## src/hw/rtl/ecpa_pkg.sv

```systemverilog
`default_nettype none
package ecpa_pkg;

  localparam int unsigned REG_FIELD_PRIME = 0;
  localparam int unsigned REG_COEFF_A     = 1;
  localparam int unsigned CFG_IDX_BITS    = 1;
  localparam int unsigned PRIME_RESET     = 29;
  localparam int unsigned COEFF_A_RESET   = 13;

  // Sequencer states. Most arithmetic steps run on the single shared bit-serial unit.
  typedef enum logic [4:0] {
    ST_IDLE,
    ST_RED_X1,
    ST_RED_Y1,
    ST_RED_X2,
    ST_RED_Y2,
    ST_RED_A,
    ST_CLASSIFY,
    ST_DBL_SQ,
    ST_DBL_NUM,
    ST_DBL_DEN,
    ST_CHD_DEN,
    ST_INV,
    ST_INV_QT,
    ST_INV_FIX,
    ST_SLOPE,
    ST_SLOPE_SQ,
    ST_X3,
    ST_Y3_MUL,
    ST_Y3,
    ST_OUT
  } ecpa_state_e;

  // Operation selector for the shared unit.
  typedef enum logic [1:0] {
    OP_NONE,
    OP_MUL,
    OP_RED,
    OP_DIV
  } ecpa_op_e;

endpackage
`default_nettype wire

```

## src/hw/rtl/ecpa_pt_if.sv

```systemverilog
`default_nettype none
interface ecpa_pt_if #(
  parameter int unsigned W = 8
);
  logic         valid;
  logic         ready;
  logic [W-1:0] px;
  logic [W-1:0] py;
  logic [W-1:0] qx;
  logic [W-1:0] qy;

  modport source (output valid, px, py, qx, qy, input ready);
  modport sink (input valid, px, py, qx, qy, output ready);
endinterface
`default_nettype wire

```

## src/hw/rtl/ecpa_sum_if.sv

```systemverilog
`default_nettype none
interface ecpa_sum_if #(
  parameter int unsigned W = 8
);
  logic         valid;
  logic         ready;
  logic [W-1:0] sum_x;
  logic [W-1:0] sum_y;
  logic [W-1:0] slope;
  logic         at_infinity;

  modport source (output valid, sum_x, sum_y, slope, at_infinity, input ready);
  modport sink (input valid, sum_x, sum_y, slope, at_infinity, output ready);
endinterface
`default_nettype wire

```

## src/hw/rtl/ecpa_serial_unit.sv

```systemverilog
`default_nettype none
// Bit-serial modular multiplier, reducer and divider, one bit per cycle.
//   OP_MUL: res = a*b mod m   (interleaved shift-add, MSB of b first)
//   OP_RED: res = a mod m     (restoring reduction, MSB of a first)
//   OP_DIV: quo = a / b, res = a mod b (restoring division, b != 0)
module ecpa_serial_unit
  import ecpa_pkg::*;
#(
  parameter int unsigned W = 8
) (
  input  wire logic         clk_i,
  input  wire logic         rst_ni,
  input  wire logic         start_i,
  input  wire ecpa_op_e     op_i,
  input  wire logic [W-1:0] a_i,
  input  wire logic [W-1:0] b_i,
  input  wire logic [W-1:0] m_i,
  output logic              done_o,
  output logic [W-1:0]      res_o,
  output logic [W-1:0]      quo_o
);

  localparam int unsigned CW = $clog2(W + 1);

  ecpa_op_e      op_q, op_d;
  logic [CW-1:0] cnt_q, cnt_d;
  logic          busy_q, busy_d;
  logic [W-1:0]  acc_q, acc_d;   // partial remainder / product
  logic [W-1:0]  sh_q, sh_d;     // bits shifted in, MSB first; becomes quotient
  logic [W-1:0]  opb_q, opb_d;   // addend for multiply
  logic [W-1:0]  mod_q, mod_d;   // modulus or divisor
  logic          done_q, done_d;

  logic [W:0] dbl;
  logic [W:0] dbl_red;
  logic [W:0] add;
  logic [W:0] add_red;
  logic       bit_in;

  always_comb begin
    bit_in  = sh_q[W-1];
    dbl     = {acc_q, 1'b0};
    if (op_q != OP_MUL) begin
      dbl = {acc_q, bit_in};
    end
    dbl_red = (dbl >= {1'b0, mod_q}) ? dbl - {1'b0, mod_q} : dbl;
    add     = dbl_red + {1'b0, opb_q};
    add_red = (add >= {1'b0, mod_q}) ? add - {1'b0, mod_q} : add;
  end

  always_comb begin
    op_d   = op_q;
    cnt_d  = cnt_q;
    busy_d = busy_q;
    acc_d  = acc_q;
    sh_d   = sh_q;
    opb_d  = opb_q;
    mod_d  = mod_q;
    done_d = 1'b0;
    if (start_i) begin
      op_d   = op_i;
      busy_d = 1'b1;
      cnt_d  = CW'(W);
      acc_d  = '0;
      mod_d  = (op_i == OP_DIV) ? b_i : m_i;
      opb_d  = a_i;
      sh_d   = (op_i == OP_MUL) ? b_i : a_i;
    end else if (busy_q) begin
      if (op_q == OP_MUL) begin
        acc_d = bit_in ? add_red[W-1:0] : dbl_red[W-1:0];
        sh_d  = {sh_q[W-2:0], 1'b0};
      end else begin
        acc_d = dbl_red[W-1:0];
        sh_d  = {sh_q[W-2:0], (dbl >= {1'b0, mod_q})};
      end
      cnt_d = cnt_q - 1'b1;
      if (cnt_q == CW'(1)) begin
        busy_d = 1'b0;
        done_d = 1'b1;
      end
    end
  end

  always_ff @(posedge clk_i or negedge rst_ni) begin
    if (!rst_ni) begin
      busy_q <= 1'b0;
      done_q <= 1'b0;
      cnt_q  <= '0;
      op_q   <= OP_NONE;
    end else begin
      busy_q <= busy_d;
      done_q <= done_d;
      cnt_q  <= cnt_d;
      op_q   <= op_d;
    end
  end

  always_ff @(posedge clk_i) begin
    acc_q <= acc_d;
    sh_q  <= sh_d;
    opb_q <= opb_d;
    mod_q <= mod_d;
  end

  assign done_o = done_q;
  assign res_o  = acc_q;
  assign quo_o  = sh_q;

endmodule
`default_nettype wire

```

## src/hw/rtl/ec_point_add_prime_field_unit.sv

```systemverilog
`default_nettype none
// Affine point adder on y^2 = x^3 + a*x + b over GF(p), p and a set through
// a write port (index 0: prime, index 1: coefficient a; reset 29 and 13).
// Input channel pt carries px, py, qx, qy; output channel sum carries sum_x,
// sum_y, slope and at_infinity. One word in gives exactly one word out.
// Items are processed one at a time by a sequencer that drives one
// bit-serial unit (multiply or reduce mod p, or divide). Chord addition
// runs 9 unit operations and doubling 11, plus a division and a
// multiplication per inversion step (at most about 1.5*FIELD_BITS steps).
// Zero or one as modulus skips all arithmetic; a point plus its negative
// stops after the operand reductions; both give at_infinity with zero
// coordinates.
// Reset returns the sequencer to idle and loads the register defaults.
// The result word is held in an output register until taken; a stalled
// receiver holds the block, which takes the next word once the result
// has left.
module ec_point_add_prime_field_unit
  import ecpa_pkg::*;
#(
  parameter int unsigned FIELD_BITS = 8
) (
  input  wire logic                    clk_i,
  input  wire logic                    rst_ni,
  input  wire logic                    cfg_we_i,
  input  wire logic [CFG_IDX_BITS-1:0] cfg_idx_i,
  input  wire logic [FIELD_BITS-1:0]   cfg_data_i,
  ecpa_pt_if.sink                      pt,
  ecpa_sum_if.source                   sum
);

  localparam int unsigned W = FIELD_BITS;

  logic [W-1:0] prime_q, coeff_q;
  ecpa_state_e  st_q, st_d;
  logic [W-1:0] x1_q, y1_q, x2_q, y2_q, ca_q;
  logic [W-1:0] s_q, t_q, u_q;
  // Euclid registers: remainders and signed cofactors (kept mod p)
  logic [W-1:0] r1_q, r2_q, t1_q, t2_q, q_q;
  logic [W-1:0] ox_q, oy_q, os_q;
  logic         oinf_q, ovalid_q;
  logic         dbl_q;

  logic         u_start;
  ecpa_op_e     u_op;
  logic [W-1:0] u_a, u_b;
  logic         u_done;
  logic [W-1:0] u_res, u_quo;
  logic         issued_q;

  ecpa_serial_unit #(.W(W)) u_unit (
    .clk_i  (clk_i),
    .rst_ni (rst_ni),
    .start_i(u_start),
    .op_i   (u_op),
    .a_i    (u_a),
    .b_i    (u_b),
    .m_i    (prime_q),
    .done_o (u_done),
    .res_o  (u_res),
    .quo_o  (u_quo)
  );

  function automatic logic [W-1:0] msub(logic [W-1:0] a, logic [W-1:0] b,
                                        logic [W-1:0] m);
    logic [W:0] d;
    d = {1'b0, a} - {1'b0, b};
    if (a < b) begin
      d = d + {1'b0, m};
    end
    return d[W-1:0];
  endfunction

  function automatic logic [W-1:0] madd(logic [W-1:0] a, logic [W-1:0] b,
                                        logic [W-1:0] m);
    logic [W:0] d;
    d = {1'b0, a} + {1'b0, b};
    if (d >= {1'b0, m}) begin
      d = d - {1'b0, m};
    end
    return d[W-1:0];
  endfunction

  logic tiny_mod;
  logic in_acc;
  logic out_acc;
  logic step_op;

  assign tiny_mod = (prime_q < W'(2));
  assign in_acc   = pt.valid && pt.ready;
  assign out_acc  = sum.valid && sum.ready;
  assign pt.ready = (st_q == ST_IDLE) && !ovalid_q;

  // States that run one unit operation.
  always_comb begin
    step_op = 1'b1;
    unique case (st_q)
      ST_IDLE, ST_CLASSIFY, ST_INV_FIX, ST_X3, ST_Y3, ST_OUT: step_op = 1'b0;
      ST_INV:  step_op = (r2_q != '0);
      default: step_op = 1'b1;
    endcase
  end

  // Unit operands.
  always_comb begin
    u_op = OP_MUL;
    u_a  = '0;
    u_b  = '0;
    unique case (st_q)
      ST_RED_X1:   begin u_op = OP_RED; u_a = x1_q; end
      ST_RED_Y1:   begin u_op = OP_RED; u_a = y1_q; end
      ST_RED_X2:   begin u_op = OP_RED; u_a = x2_q; end
      ST_RED_Y2:   begin u_op = OP_RED; u_a = y2_q; end
      ST_RED_A:    begin u_op = OP_RED; u_a = coeff_q; end
      ST_DBL_SQ:   begin u_a = x1_q; u_b = x1_q; end
      ST_DBL_NUM:  begin u_a = t_q; u_b = W'(3); end
      ST_DBL_DEN:  begin u_a = y1_q; u_b = W'(2); end
      ST_CHD_DEN:  begin u_op = OP_RED; u_a = msub(x2_q, x1_q, prime_q); end
      ST_INV:      begin u_op = OP_DIV; u_a = r1_q; u_b = r2_q; end
      ST_INV_QT:   begin u_a = t2_q; u_b = q_q; end
      ST_SLOPE:    begin u_a = t_q; u_b = u_q; end
      ST_SLOPE_SQ: begin u_a = s_q; u_b = s_q; end
      ST_Y3_MUL:   begin u_a = s_q; u_b = msub(x1_q, ox_q, prime_q); end
      default:     begin u_op = OP_NONE; end
    endcase
  end

  assign u_start = step_op && !issued_q;

  // Next state.
  always_comb begin
    st_d = st_q;
    unique case (st_q)
      ST_IDLE:     if (in_acc) st_d = tiny_mod ? ST_OUT : ST_RED_X1;
      ST_RED_X1:   if (u_done) st_d = ST_RED_Y1;
      ST_RED_Y1:   if (u_done) st_d = ST_RED_X2;
      ST_RED_X2:   if (u_done) st_d = ST_RED_Y2;
      ST_RED_Y2:   if (u_done) st_d = ST_RED_A;
      ST_RED_A:    if (u_done) st_d = ST_CLASSIFY;
      ST_CLASSIFY: begin
        if (x1_q != x2_q) begin
          st_d = ST_CHD_DEN;
        end else if (madd(y1_q, y2_q, prime_q) == '0) begin
          st_d = ST_OUT;
        end else begin
          st_d = ST_DBL_SQ;
        end
      end
      ST_DBL_SQ:   if (u_done) st_d = ST_DBL_NUM;
      ST_DBL_NUM:  if (u_done) st_d = ST_DBL_DEN;
      ST_DBL_DEN:  if (u_done) st_d = ST_INV;
      ST_CHD_DEN:  if (u_done) st_d = ST_INV;
      ST_INV: begin
        if (r2_q == '0) begin
          st_d = ST_INV_FIX;
        end else if (u_done) begin
          st_d = ST_INV_QT;
        end
      end
      ST_INV_QT:   if (u_done) st_d = ST_INV;
      ST_INV_FIX:  st_d = ST_SLOPE;
      ST_SLOPE:    if (u_done) st_d = ST_SLOPE_SQ;
      ST_SLOPE_SQ: if (u_done) st_d = ST_X3;
      ST_X3:       st_d = ST_Y3_MUL;
      ST_Y3_MUL:   if (u_done) st_d = ST_Y3;
      ST_Y3:       st_d = ST_OUT;
      ST_OUT:      st_d = ST_IDLE;
      default:     st_d = ST_IDLE;
    endcase
  end

  always_ff @(posedge clk_i or negedge rst_ni) begin
    if (!rst_ni) begin
      st_q     <= ST_IDLE;
      prime_q  <= W'(PRIME_RESET);
      coeff_q  <= W'(COEFF_A_RESET);
      ovalid_q <= 1'b0;
      issued_q <= 1'b0;
      oinf_q   <= 1'b0;
    end else begin
      st_q <= st_d;
      if (cfg_we_i) begin
        unique case (int'(cfg_idx_i))
          REG_FIELD_PRIME: prime_q <= cfg_data_i;
          REG_COEFF_A:     coeff_q <= cfg_data_i;
          default:         ;
        endcase
      end
      // one unit operation per step; re-arm when it finishes
      if (u_done) begin
        issued_q <= 1'b0;
      end else if (u_start) begin
        issued_q <= 1'b1;
      end
      if (out_acc) begin
        ovalid_q <= 1'b0;
      end
      if (st_q == ST_IDLE && in_acc) begin
        oinf_q <= 1'b1;
      end
      if (st_q == ST_CHD_DEN || st_q == ST_DBL_DEN) begin
        oinf_q <= 1'b0;
      end
      if (st_q == ST_OUT) begin
        ovalid_q <= 1'b1;
      end
    end
  end

  // Datapath registers.
  always_ff @(posedge clk_i) begin
    unique case (st_q)
      ST_IDLE: begin
        if (in_acc) begin
          x1_q <= pt.px;
          y1_q <= pt.py;
          x2_q <= pt.qx;
          y2_q <= pt.qy;
          ox_q <= '0;
          oy_q <= '0;
          os_q <= '0;
        end
      end
      ST_RED_X1:   if (u_done) x1_q <= u_res;
      ST_RED_Y1:   if (u_done) y1_q <= u_res;
      ST_RED_X2:   if (u_done) x2_q <= u_res;
      ST_RED_Y2:   if (u_done) y2_q <= u_res;
      ST_RED_A:    if (u_done) ca_q <= u_res;
      ST_CLASSIFY: begin
        dbl_q <= (x1_q == x2_q);
        t_q   <= msub(y2_q, y1_q, prime_q);
      end
      ST_DBL_SQ:   if (u_done) t_q <= u_res;
      ST_DBL_NUM:  if (u_done) t_q <= madd(u_res, ca_q, prime_q);
      ST_DBL_DEN, ST_CHD_DEN: begin
        if (u_done) begin
          r1_q <= prime_q;
          r2_q <= u_res;
          t1_q <= '0;
          t2_q <= W'(1);
        end
      end
      ST_INV: begin
        // hold the quotient for the cofactor update
        if (u_done) begin
          r1_q <= r2_q;
          r2_q <= u_res;
          q_q  <= u_quo;
        end
      end
      ST_INV_QT: begin
        // cofactors tracked mod p, which equals the signed result mod p
        if (u_done) begin
          t1_q <= t2_q;
          t2_q <= msub(t1_q, u_res, prime_q);
        end
      end
      ST_SLOPE:    if (u_done) s_q <= u_res;
      ST_SLOPE_SQ: if (u_done) u_q <= u_res;
      ST_X3: begin
        if (dbl_q) begin
          ox_q <= msub(u_q, madd(x1_q, x1_q, prime_q), prime_q);
        end else begin
          ox_q <= msub(msub(u_q, x1_q, prime_q), x2_q, prime_q);
        end
      end
      ST_Y3_MUL:   if (u_done) u_q <= u_res;
      ST_Y3: begin
        oy_q <= msub(u_q, y1_q, prime_q);
        os_q <= s_q;
      end
      ST_INV_FIX:  u_q <= t1_q;
      default: ;
    endcase
  end

  assign sum.valid       = ovalid_q;
  assign sum.sum_x       = ox_q;
  assign sum.sum_y       = oy_q;
  assign sum.slope       = os_q;
  assign sum.at_infinity = oinf_q;

  a_no_accept_busy: assert property (@(posedge clk_i) disable iff (!rst_ni)
    pt.ready |-> (st_q == ST_IDLE)) else $error("accept while busy");
  a_out_hold: assert property (@(posedge clk_i) disable iff (!rst_ni)
    (ovalid_q && !sum.ready) |=> ovalid_q) else $error("result dropped");
  a_inf_zero: assert property (@(posedge clk_i) disable iff (!rst_ni)
    (ovalid_q && oinf_q) |-> (ox_q == '0 && oy_q == '0 && os_q == '0))
    else $error("nonzero coordinates at infinity");

endmodule
`default_nettype wire
```

## src/flat_wrapper.sv

```systemverilog
// flat-port wrapper written by rule: the top's interface ports become plain ports
module ec_point_add_prime_field_unit_flat import ecpa_pkg::*;
#(
  parameter int unsigned FIELD_BITS = 8
)
  (clk_i, rst_ni, cfg_we_i, cfg_idx_i, cfg_data_i, pt_valid, pt_px, pt_py, pt_qx, pt_qy, pt_ready, sum_valid, sum_sum_x, sum_sum_y, sum_slope, sum_at_infinity, sum_ready);
  ecpa_pt_if pt_i ();
  ecpa_sum_if sum_i ();
  input  wire logic clk_i;
  input  wire logic rst_ni;
  input  wire logic cfg_we_i;
  input  wire logic [CFG_IDX_BITS-1:0] cfg_idx_i;
  input  wire logic [FIELD_BITS-1:0] cfg_data_i;
  input wire logic [$bits(pt_i.valid)-1:0] pt_valid;
  input wire logic [$bits(pt_i.px)-1:0] pt_px;
  input wire logic [$bits(pt_i.py)-1:0] pt_py;
  input wire logic [$bits(pt_i.qx)-1:0] pt_qx;
  input wire logic [$bits(pt_i.qy)-1:0] pt_qy;
  output wire logic [$bits(pt_i.ready)-1:0] pt_ready;
  output wire logic [$bits(sum_i.valid)-1:0] sum_valid;
  output wire logic [$bits(sum_i.sum_x)-1:0] sum_sum_x;
  output wire logic [$bits(sum_i.sum_y)-1:0] sum_sum_y;
  output wire logic [$bits(sum_i.slope)-1:0] sum_slope;
  output wire logic [$bits(sum_i.at_infinity)-1:0] sum_at_infinity;
  input wire logic [$bits(sum_i.ready)-1:0] sum_ready;
  assign pt_i.valid = pt_valid;
  assign pt_i.px = pt_px;
  assign pt_i.py = pt_py;
  assign pt_i.qx = pt_qx;
  assign pt_i.qy = pt_qy;
  assign pt_ready = pt_i.ready;
  assign sum_valid = sum_i.valid;
  assign sum_sum_x = sum_i.sum_x;
  assign sum_sum_y = sum_i.sum_y;
  assign sum_slope = sum_i.slope;
  assign sum_at_infinity = sum_i.at_infinity;
  assign sum_i.ready = sum_ready;
  ec_point_add_prime_field_unit #(.FIELD_BITS(FIELD_BITS)) u_core (.clk_i(clk_i), .rst_ni(rst_ni), .cfg_we_i(cfg_we_i), .cfg_idx_i(cfg_idx_i), .cfg_data_i(cfg_data_i), .pt(pt_i), .sum(sum_i));
endmodule
```

## config.mk

```make
export PLATFORM = sky130hd
export DESIGN_NAME = ec_point_add_prime_field_unit_flat
export DESIGN_NICKNAME = d
export VERILOG_FILES = /design/src/hw/rtl/ecpa_pkg.sv /design/src/hw/rtl/ecpa_pt_if.sv /design/src/hw/rtl/ecpa_sum_if.sv /design/src/hw/rtl/ecpa_serial_unit.sv /design/src/hw/rtl/ec_point_add_prime_field_unit.sv /design/src/flat_wrapper.sv
export SDC_FILE = /design/constraint.sdc
export NUM_CORES = 1
export LEC_CHECK = 0
export BUFFER_PORTS_ARGS = -buffer_cell sky130_fd_sc_hd__buf_4
export CAP_MARGIN = 20
export CORE_MARGIN = 2
export CORE_UTILIZATION = 64
export DETAILED_ROUTE_END_ITERATION = 7
export HOLD_SLACK_MARGIN = 0.03
export PLACE_DENSITY_LB_ADDON = 0.08
export SLEW_MARGIN = 20
export SYNTH_ARGS = -nofsm -noshare
export SYNTH_HDL_FRONTEND = slang
export SYNTH_SLANG_ARGS = --single-unit
```

## constraint.sdc

```tcl
create_clock -name clk_i -period 7.43 [get_ports clk_i]
set_input_delay 1.486 -clock clk_i [delete_from_list [all_inputs] [get_ports clk_i]]
set_output_delay 1.486 -clock clk_i [all_outputs]
set_load 0.02 [all_outputs]
```

---- After elaboration in Yosys (flattened, before gate mapping) ----
Cells that the tools add are included.
cells by class
  magnitude comparators ................... 14
  $add $sub $neg .......................... 26
  bitwise gates (word level) .............. 1
  reductions and logical operators ........ 53
  equality and inequality tests ........... 43
  mux-type cells .......................... 89
operators with widths
  kind                  count
  $mux W8               38
  $pmux W8 S2           11
  $sub A8 B8 Y8         12
  $mux W5               17
  $pmux W5 S17          1
  $pmux W8 S10          1
  $add A8 B8 Y8         8
  $lt A8 B8 Y1          8
  $pmux W8 S8           1
  $ge A9 B8 Y1          5
  $eq A5 B4 Y1 const B  8
  $add A8 B8 Y9         3
  $ne A2 B2 Y1 const B  13
  $reduce_bool A2 Y1    13
  $pmux W8 S3           1
  $reduce_and A3 Y1     7
  $eq A5 B3 Y1 const B  4
  $eq A5 B5 Y1 const B  4
  $reduce_and A2 Y1     9
  $logic_not A8 Y1      2
  $mux W1               14
  $reduce_and A13 Y1    1
  $reduce_or A6 Y1      2
  $eq A5 B2 Y1 const B  2
  26 further kinds      41
storage, ports and cells
  input bits .............................. 46
  output and inout port bits .............. 27
  register bits ........................... 193
  word-level logic and storage cells ...... 257

---- Depth between registers and ports, before layout ----
Gate-level depths: netlist (run 1).
  word-level depth ........................ 10
  gate-level depth with buffers ........... 28
  depth with buffers taken out ............ 27

---- Hierarchy ----
A second synthesis (run 1) with hierarchy kept.
second synthesis, totals
  cell total of the unflattened synthesis .. 1786
  area total of the unflattened synthesis .. 16767.3 sq um
modules (own cells, without submodules)
  module                         area an instance (sq um)  instances  cells each
  ec_point_add_prime_field_unit  13868.3                   1          1495
  ecpa_serial_unit               2899.0                    1          291

---- Least setup slack after synthesis (run 1) ----
OpenSTA, ideal clock, no wires.
  path type ............................... flip-flop to flip-flop
  start ................................... register u_core.prime_q[1]
  end ..................................... register u_core.ox_q[7], in the netlist u_core.sum.sum_x[7], data pin
  setup time .............................. 0.257 ns
  path buffers ............................ 0
  arrival time ............................ 5.155 ns
  data required time ...................... 7.173 ns
  clock period less this slack ............ 5.412 ns
  stages on the path, launching flop included .. 24
  slack ................................... 2.018 ns
  path through ............................ dfrtp_1 inv_1 ha_1 nor2b_1 o21ai_1 a21boi_1 o21a_1 o21ai_1 a21oi_1 a211oi_2 mux2_2 fa_1 nor2b_1 o21ai_1 a21boi_1 o21ai_1 nor2b_1 xnor2_1 ha_1 o41ai_1 xnor2_1 nor2_1 xnor2_1 o2bb2ai_1
on the way
  cells in the longest elaborated chain, start to end .. 9
RTL lines
  what                                         line                                                                      source
  start, declared                              ec_point_add_prime_field_unit.sv:33                                       logic [W-1:0] prime_q, coeff_q;
  start signal, assigned                       ec_point_add_prime_field_unit.sv:174                                      prime_q <= W'(PRIME_RESET);
  start signal, assigned                       ec_point_add_prime_field_unit.sv:183                                      REG_FIELD_PRIME: prime_q <= cfg_data_i;
  $add A8 B8 Y8, or another cell as far along  ec_point_add_prime_field_unit.sv:68                                       d = d + {1'b0, m};
  $mux W8, on equally long branches            ec_point_add_prime_field_unit.sv:67, ec_point_add_prime_field_unit.sv:77
  $mux W8                                      ec_point_add_prime_field_unit.sv:260                                      if (dbl_q) begin
  $mux W8                                      ec_point_add_prime_field_unit.sv:211                                      unique case (st_q)
  $sub A8 B8 Y8                                ec_point_add_prime_field_unit.sv:66                                       d = {1'b0, a} - {1'b0, b};
  $add A8 B8 Y8                                ec_point_add_prime_field_unit.sv:68
  $mux W8                                      ec_point_add_prime_field_unit.sv:67                                       if (a < b) begin
  $mux W8 (*)                                  ec_point_add_prime_field_unit.sv:260
  $pmux W8 S2 (*)                              ec_point_add_prime_field_unit.sv:211
  end signal, assigned                         ec_point_add_prime_field_unit.sv:261                                      ox_q <= msub(u_q, madd(x1_q, x1_q, prime_q), prime_q);
  end signal, assigned                         ec_point_add_prime_field_unit.sv:263                                      ox_q <= msub(msub(u_q, x1_q, prime_q), x2_q, prime_q);
  end, declared                                ec_point_add_prime_field_unit.sv:39                                       logic [W-1:0] ox_q, oy_q, os_q;
Mark *: on every way between the ends. The rest lies on a longest branch, timed or not. The select of a mux whose other input is x is not followed.
A chain may end at the register's enable or synchronous reset.

---- Worst setup path after layout (run 1) ----
  start ................................... register u_core.u_unit.acc_q[0], in the netlist u_core.u_unit.res_o[0]
  end ..................................... register u_core.u_unit.acc_q[3], in the netlist u_core.u_unit.res_o[3]
on the way
  cells in the longest elaborated chain, start to end .. 7
RTL lines
  what                                           line                    source
  start, declared                                ecpa_serial_unit.sv:28  logic [W-1:0] acc_q, acc_d;
  start signal, assigned                         ecpa_serial_unit.sv:99  acc_q <= acc_d;
  $sub A9 B8 Y9 or $ge A9 B8 Y1 (tied branches)  ecpa_serial_unit.sv:46  dbl_red = (dbl >= {1'b0, mod_q}) ? dbl - {1'b0, mod_q} : dbl;
  $mux W9 (*)                                    ecpa_serial_unit.sv:46
  $add A9 B8 Y9                                  ecpa_serial_unit.sv:47  add = dbl_red + {1'b0, opb_q};
  $sub A8 B8 Y8 or $ge A9 B8 Y1 (tied branches)  ecpa_serial_unit.sv:48  add_red = (add >= {1'b0, mod_q}) ? add - {1'b0, mod_q} : add;
  $mux W8                                        ecpa_serial_unit.sv:48
  $mux W8                                        ecpa_serial_unit.sv:70  acc_d = bit_in ? add_red[W-1:0] : dbl_red[W-1:0];
  $mux W8 (*)                                    ecpa_serial_unit.sv:69  if (op_q == OP_MUL) begin
Mark *: on every way between the ends. The rest lies on a longest branch, timed or not.

==> flow_metrics.py, run 1 <==
metrics = {
    "floorplanning": {
        "dieArea_um2": 27600,
        "start_util_pct": 64.8,
        "die_y_um": 166,
        "coreArea_um2": 25900,
        "die_w_um": 166,
        "io_pins": 73,
        "row_count": 59,
    },
    "routing": {
        "vias": 14900,
        "wl_per_cell_um": 24.5,
        "viasPerCell": 6.68,
        "drtAntennaViolNets": 0,
        "dr.pass1.iters": 8,
        "drc": 0,
        "drtIter0Drc": 1959,
        "drt_wl_total_um": 54600,
    },
    "cts": {
        "cts_tree": "yes",
        "htree_levels": 4,
        "cts-resized-gates": 0,
        "cts_buffers": 17,
        "post_cts_buffers": 0,
        "clockRootBuffer": "clkbuf_16",
        "hold_buffers": 0,
        "clk_latency_ns": 0.45,
        "clockBufferDepth": 2,
        "clkTransAtPathRegs_ns": 0.08,
        "cts_num_sinks": 193,
    },
    "place": {
        "placed_area_um2": 17700,
        "finalWeightedCongestion": 1.02,
        "portBuffers": 72,
        "dp_hpwl_um": 42800,
    },
    "logic_synthesis": {
        "ys_seq_elements": 193,
        "syn-num-nets": 2074,
        "ys_warn_count": 0,
        "synth.area.top_cells": "edfxtp_1 (27%), ha_1 (14%), xnor2_1 (4.7%)",
        "synth.distinct_cells": 82,
        "yosysSeqAreaShare_pct": 33.1,
        "synthFlopType": "edfxtp_1",
        "syn_inst": 1817,
        "async_reset_ff_share_pct": 16.6,
        "synth_top_area_share_pct": 27.4,
        "synth_common_cells": "ha_1 (187), nand2_1 (155), edfxtp_1 (153), nor2_1 (146), inv_1 (132)",
        "synth_most_common_cell": "ha_1",
        "synth_edf_count": 153,
        "yosysTopAreaCell": "edfxtp_1",
        "avgSynthCellArea_um2": 9.24,
        "syn_area_um2": 16800,
    },
    "sta": {
        "rsz0062_at_grt": "false",
        "whs_ns": 0.452,
        "timing.fmax_mhz": 167,
        "final_hold_viol_count": 0,
        "finalSetupViolCount": 0,
        "fin_tns_setup_ns": 0,
        "relSlewSlack_pct": 26.1,
        "drv_slew": 0,
        "min_period_ns": 6.00,
        "tightest_slew_ns": 1.10,
        "fin_skew_ns": 0.0138,
        "finalCritPeriodShare_pct": 80.8,
    },
    "global_routing": {
        "grt_use_total_pct": 39.7,
        "grt_pass1_wl_um": 83300,
        "antenna_found_initial": 2,
        "grt_overflow": 0,
        "grt_pass1_vias": 14200,
        "grt_max_degree": 39,
    },
    "critical_path": {
        "cp_max_fo": 15,
        "slowest_delay_ns": 0.83,
        "crit_path_end_kind": "register",
        "crit_chain": "ha_1 -> nor2b_1 -> o31ai_1 -> a21oi_1 -> nor2_1 -> o21ai_1 -> mux2i_1 -> ha_1 -> inv_1 -> fa_1 -> inv_1 -> ha_1 -> nor2b_1 -> o31ai_1 -> a21oi_1 -> nor3_1 -> o21ai_0 -> or2_1 -> o31ai_1 -> o32ai_1",
        "cp-start-kind": "register",
        "critPathSlowestCell": "dfxtp_1",
        "crit_type": "reg -> reg",
        "cp.required_ns": 7.73,
        "arrival_ns": 6.30,
        "ff2ff_path_depth": 20,
    },
    "final_layout": {
        "area_growth_pct": 9.00,
        "fillers": 2082,
        "drive_gt1_share_pct": 9.40,
        "finalNetCount": 2137,
        "design_area_um2": 18300,
    },
    "power_and_ir_drop": {
        "powerDensity_nw_per_um2": 480,
        "power_leakage_nw": 7.73,
        "ir_drop_mv": 0.733,
    },
    "min_path": {
        "whs_path_depth": 0,
        "min_path_type": "reg -> reg",
    },
    "job": {
        "cap_violations": 0,
    },
    "status": {
        "status": "finished clean",
    },
}
area by class of cell:
| type | instances | area [um^2] | area share, % |
|---|---|---|---|
| Multi-Input combinational cell | 1438 | 10600 | 57.6 |
| Sequential cell | 193 | 5560 | 30.4 |
| Timing Repair Buffer | 93 | 698 | 3.81 |
| Inverter | 137 | 514 | 2.81 |
| Clock buffer | 18 | 429 | 2.34 |
| Tap cell | 335 | 419 | 2.29 |
| Clock inverter | 14 | 128 | 0.697 |
| Antenna cell | 1 | 2.50 | 0.0137 |
cell families after synthesis:
logic type | after synthesis | synth area share (%)
xor gates and xnor gates | 131 | 6.83
and+or+nand+nor | 528 | 14.8
adders and majority gates | 211 | 16.8
DFF | 193 | 33.1
AOI/OAI and AO/OA | 492 | 19.4
muxes | 76 | 4.77
buffers and inverters | 186 | 4.22
power breakdown:
group	total, mW	switching, mW	leakage [nW]	internal (mW)
combinational	6.17	3.64	5.63	2.54
clock	0.906	0.464	0.266	0.441
sequential	1.71	0.274	1.84	1.43
layout by cell type, fill, tap and decap left out, types with 8 or more instances in the layout:
cell type | netlist | layout
fa_1 | 24 | 24
nand3_1 | 23 | 23
mux2_1 | 9 | 9
a31oi_1 | 8 | 8
edfxtp_1 | 153 | 153
nor2_1 | 146 | 146
xnor2_1 | 90 | 90
inv_1 | 132 | 132
dfrtp_1 | 25 | 25
o221ai_1 | 11 | 11
nand2b_1 | 17 | 17
a221oi_1 | 20 | 20
nand4_1 | 15 | 15
o21a_1 | 20 | 20
mux2_2 | 23 | 23
clkbuf_16 | 0 | 17
and2_1 | 21 | 21
a22oi_1 | 18 | 18
or3_1 | 13 | 13
nand2_1 | 155 | 155
a211oi_1 | 21 | 21
and3_1 | 9 | 9
a22o_1 | 10 | 10
o41ai_1 | 9 | 9
o21ai_1 | 32 | 33
nor2b_1 | 41 | 41
a21oi_1 | 100 | 99
ha_1 | 187 | 187
mux2i_1 | 44 | 44
o21bai_1 | 11 | 11
o31ai_1 | 9 | 9
dfxtp_1 | 8 | 8
a21o_1 | 43 | 43
o211ai_1 | 21 | 21
nor3_1 | 54 | 50
buf_4 | 0 | 93
o21ai_0 | 107 | 106
xor2_1 | 41 | 41
metal layers:
metal / vias up / part of all wire [%] / track usage [%]
met5: - / 0 / 0
met4: 0 / 5.9 / 19.6
li1: 6773 / - / -
met2: 859 / 44 / 62.0
met1: 7052 / 39 / 53.1
met3: 201 / 11 / 7.79
stage by stage:
| stage | util (%) | setup slack [ns] | std cells | total power [mW] |
|---|---|---|---|---|
| finish | 70.6 | 1.43 | 2229 | 8.78 |
| global route | 70.6 | 0.945 | 2228 | 9.47 |
| CTS | 70.6 | 1.59 | 2228 | 8.63 |
| detailed placement | 68.4 | 1.62 | 2196 | 7.71 |
| global placement | 68.4 | 1.77 | 2196 | 7.57 |
| floorplan | - | 2.02 | 1817 | 6.23 |
worst max-delay path, delay by kind of cell, from the launching register on:
kind	cells	cell delay [ns]
fa+ha+maj	4	1.42
flops	1	0.83
compound gates	8	2.09
buf+inv	2	0.15
simple gates	5	1.10
mux	1	0.29
path summary, 6_finish.rpt:
path,startpoint,endpoint,slack (ns)
max reg2reg,u_core.u_unit.res_o[0],u_core.u_unit.res_o[3],1.43
max in group asynchronous,rst_ni,u_core.prime_q[2],6.06
min,u_core.u_unit.quo_o[0],u_core.q_q[0],0.45
min in group asynchronous,rst_ni,u_core.u_unit.cnt_q[0],1.00
max,u_core.u_unit.res_o[0],u_core.u_unit.res_o[3],1.43
min reg2reg,u_core.u_unit.quo_o[0],u_core.q_q[0],0.45
(Power assumes the default switching activity.)
==> run 2, diff against run 1 <==
==> constraint.sdc (replaced) <==
create_clock -name clk_i -period 6 [get_ports clk_i]
set_input_delay 1.2 -clock clk_i [delete_from_list [all_inputs] [get_ports clk_i]]
set_output_delay 1.2 -clock clk_i [all_outputs]
set_load 0.02 [all_outputs]
==> run 2 against run 1 <==
  * Utilization rose by 0.79 points
  * Non-clock buffer count rose by 24
  * Routed wire length up 0.86%
  * Largest cell class unchanged
==> flow_metrics.py, run 2 (same netlist as run 1, synthesis figures left out) <==
metrics = {
    "cts": {
        "clkTransAtPathRegs_ns": 0.08,
        "clockBufferDepth": 2,
        "cts_buffers": 17,
        "clockRootBuffer": "clkbuf_16",
        "clk_latency_ns": 0.46,
        "htree_levels": 4,
        "post_cts_buffers": 0,
        "cts-resized-gates": 0,
        "hold_buffers": 0,
        "cts_tree": "yes",
        "cts_num_sinks": 193,
    },
    "power_and_ir_drop": {
        "power_leakage_nw": 7.87,
        "power.total_mw": 10.9,
        "ir_drop_mv": 0.880,
        "powerDensity_nw_per_um2": 590,
    },
    "min_path": {
        "min_path_type": "reg -> reg",
        "hp-start": "u_core.u_unit.quo_o[1]",
    },
    "final_layout": {
        "area_growth_pct": 10.2,
        "n_antenna_cell": 0,
        "regArea_um2": 5560,
        "fillers": 2045,
        "multi_input_area_um2": 10500,
        "drive_gt1_share_pct": 10.6,
        "layout_common_cells": "ha_1 (187), nand2_1 (155), edfxtp_1 (153), nor2_1 (146), inv_1 (132)",
        "final_common_cell": "ha_1",
        "finalNetCount": 2161,
        "final_cells": 2252,
    },
    "floorplanning": {
        "die_y_um": 166,
        "coreArea_um2": 25900,
        "die_w_um": 166,
        "io_pins": 73,
        "row_count": 59,
        "start_util_pct": 64.8,
        "dieArea_um2": 27600,
    },
    "sta": {
        "min_period_ns": 5.46,
        "rsz0062_at_grt": "false",
        "final_hold_viol_count": 0,
        "relSlewSlack_pct": 26.3,
        "tightest_slew_ns": 1.10,
        "finalCritPeriodShare_pct": 91.0,
        "fin_skew_ns": 0.0130,
        "finalSetupViolCount": 0,
        "timing.fmax_mhz": 183,
        "drv_slew": 0,
        "fin_ws_ns": 0.539,
        "fin_tns_setup_ns": 0,
    },
    "routing": {
        "drtAntennaViolNets": 0,
        "drc": 0,
        "vias": 15000,
        "viasPerCell": 6.64,
        "wl_per_cell_um": 24.5,
        "dr.pass1.iters": 7,
        "drtIter0Drc": 1773,
        "drt_wl_total_um": 55100,
    },
    "place": {
        "portBuffers": 72,
        "finalWeightedCongestion": 1.05,
        "dp_hpwl_um": 43000,
        "preCtsSetupSlack_ns": 0.294,
        "placed_cells": 2220,
    },
    "global_routing": {
        "grt_use_total_pct": 39.8,
        "antenna_found_initial": 0,
        "grt_max_degree": 34,
        "grt_pass1_vias": 14200,
        "grt_pass1_wl_um": 83400,
        "grt_overflow": 0,
    },
    "critical_path": {
        "cp-start-kind": "register",
        "cp_max_fo": 8,
        "arrival_ns": 5.83,
        "critPathLaunch": "u_core.u_unit.op_q[0]",
        "crit_path_end_kind": "register",
        "crit_type": "reg -> reg",
        "reg2reg_from": "u_core.u_unit.op_q[0]",
        "cp.required_ns": 6.37,
    },
    "job": {
        "cap_violations": 0,
    },
    "status": {
        "status": "finished clean",
    },
}
[run 2: cell types whose count changed in the layout (fill, tap and decap cells not counted), moves of 2 or more]
| cell | before | now |
|---|---|---|
| o21ai_2 | 0 | 2 |
| buf_4 | 93 | 117 |
| clkinv_4 | 5 | 2 |
| clkinv_8 | 1 | 3 |
[run 2: final timing paths]
check                                         end  slack [ns]  cells after the start
setup / recovery           u_core.u_unit.res_o[5]        0.54                     24
hold / removal                      u_core.q_q[1]        0.46                      0
setup reg to reg           u_core.u_unit.res_o[5]        0.54                     24
hold reg to reg                     u_core.q_q[1]        0.46                      0
max in group asynchronous       u_core.prime_q[2]        4.92                      1
min in group asynchronous  u_core.u_unit.cnt_q[0]        0.69                      1
[run 2: layer usage]
| metal | routed length [um] | track usage [%] | part of all wire, % |
|---|---|---|---|
| met4 | 3950 | 22.7 | 7.2 |
| met3 | 6250 | 9.72 | 11 |
| met1 | 21300 | 52.4 | 39 |
| met2 | 23600 | 60.3 | 43 |
| met5 | 0 | 0 | 0 |
[run 2: final cells by class]
cell class                      instances  area share (%)
Tap cell                              335            2.26
Clock buffer                           18            2.37
Clock inverter                         14           0.791
Timing Repair Buffer                  117            4.75
Inverter                              137            2.78
Multi-Input combinational cell       1438            57.0
Sequential cell                       193            30.1
[run 2: metrics by stage]
stage | instance area (um^2) | util [%] | hold slack [ns]
floorplan | 16800 | - | 0.426
global placement | 17900 | 69.1 | 0.429
detailed placement | 17900 | 69.1 | 0.436
CTS | 18500 | 71.4 | 0.455
global route | 18500 | 71.4 | 0.459
finish | 18500 | 71.4 | 0.455
[run 2: report_power, final]
part	switching, mW	internal, mW	total (mW)
Combinational	4.59	3.19	7.77
Clock	0.585	0.565	1.15
Sequential	0.231	1.77	2.00
Total	5.40	5.52	10.9
[run 2: worst max-delay path, stage by stage, from the launching register on]
cell,delay [ns]
dfrtp_1,0.38
nor2b_1,0.16
nand2b_1,0.18
ha_1,0.21
nor2b_1,0.19
o31ai_2,0.13
a21oi_1,0.20
nor2_1,0.09
o21ai_2,0.36
mux2i_1,0.43
inv_1,0.09
ha_1,0.28
a21oi_1,0.20
inv_1,0.06
a21oi_1,0.17
xnor2_1,0.12
ha_1,0.34
o21a_1,0.14
o31ai_1,0.11
a21oi_1,0.22
nor3_1,0.09
o21ai_1,0.36
or2_1,0.37
mux2_1,0.36
o32ai_1,0.12
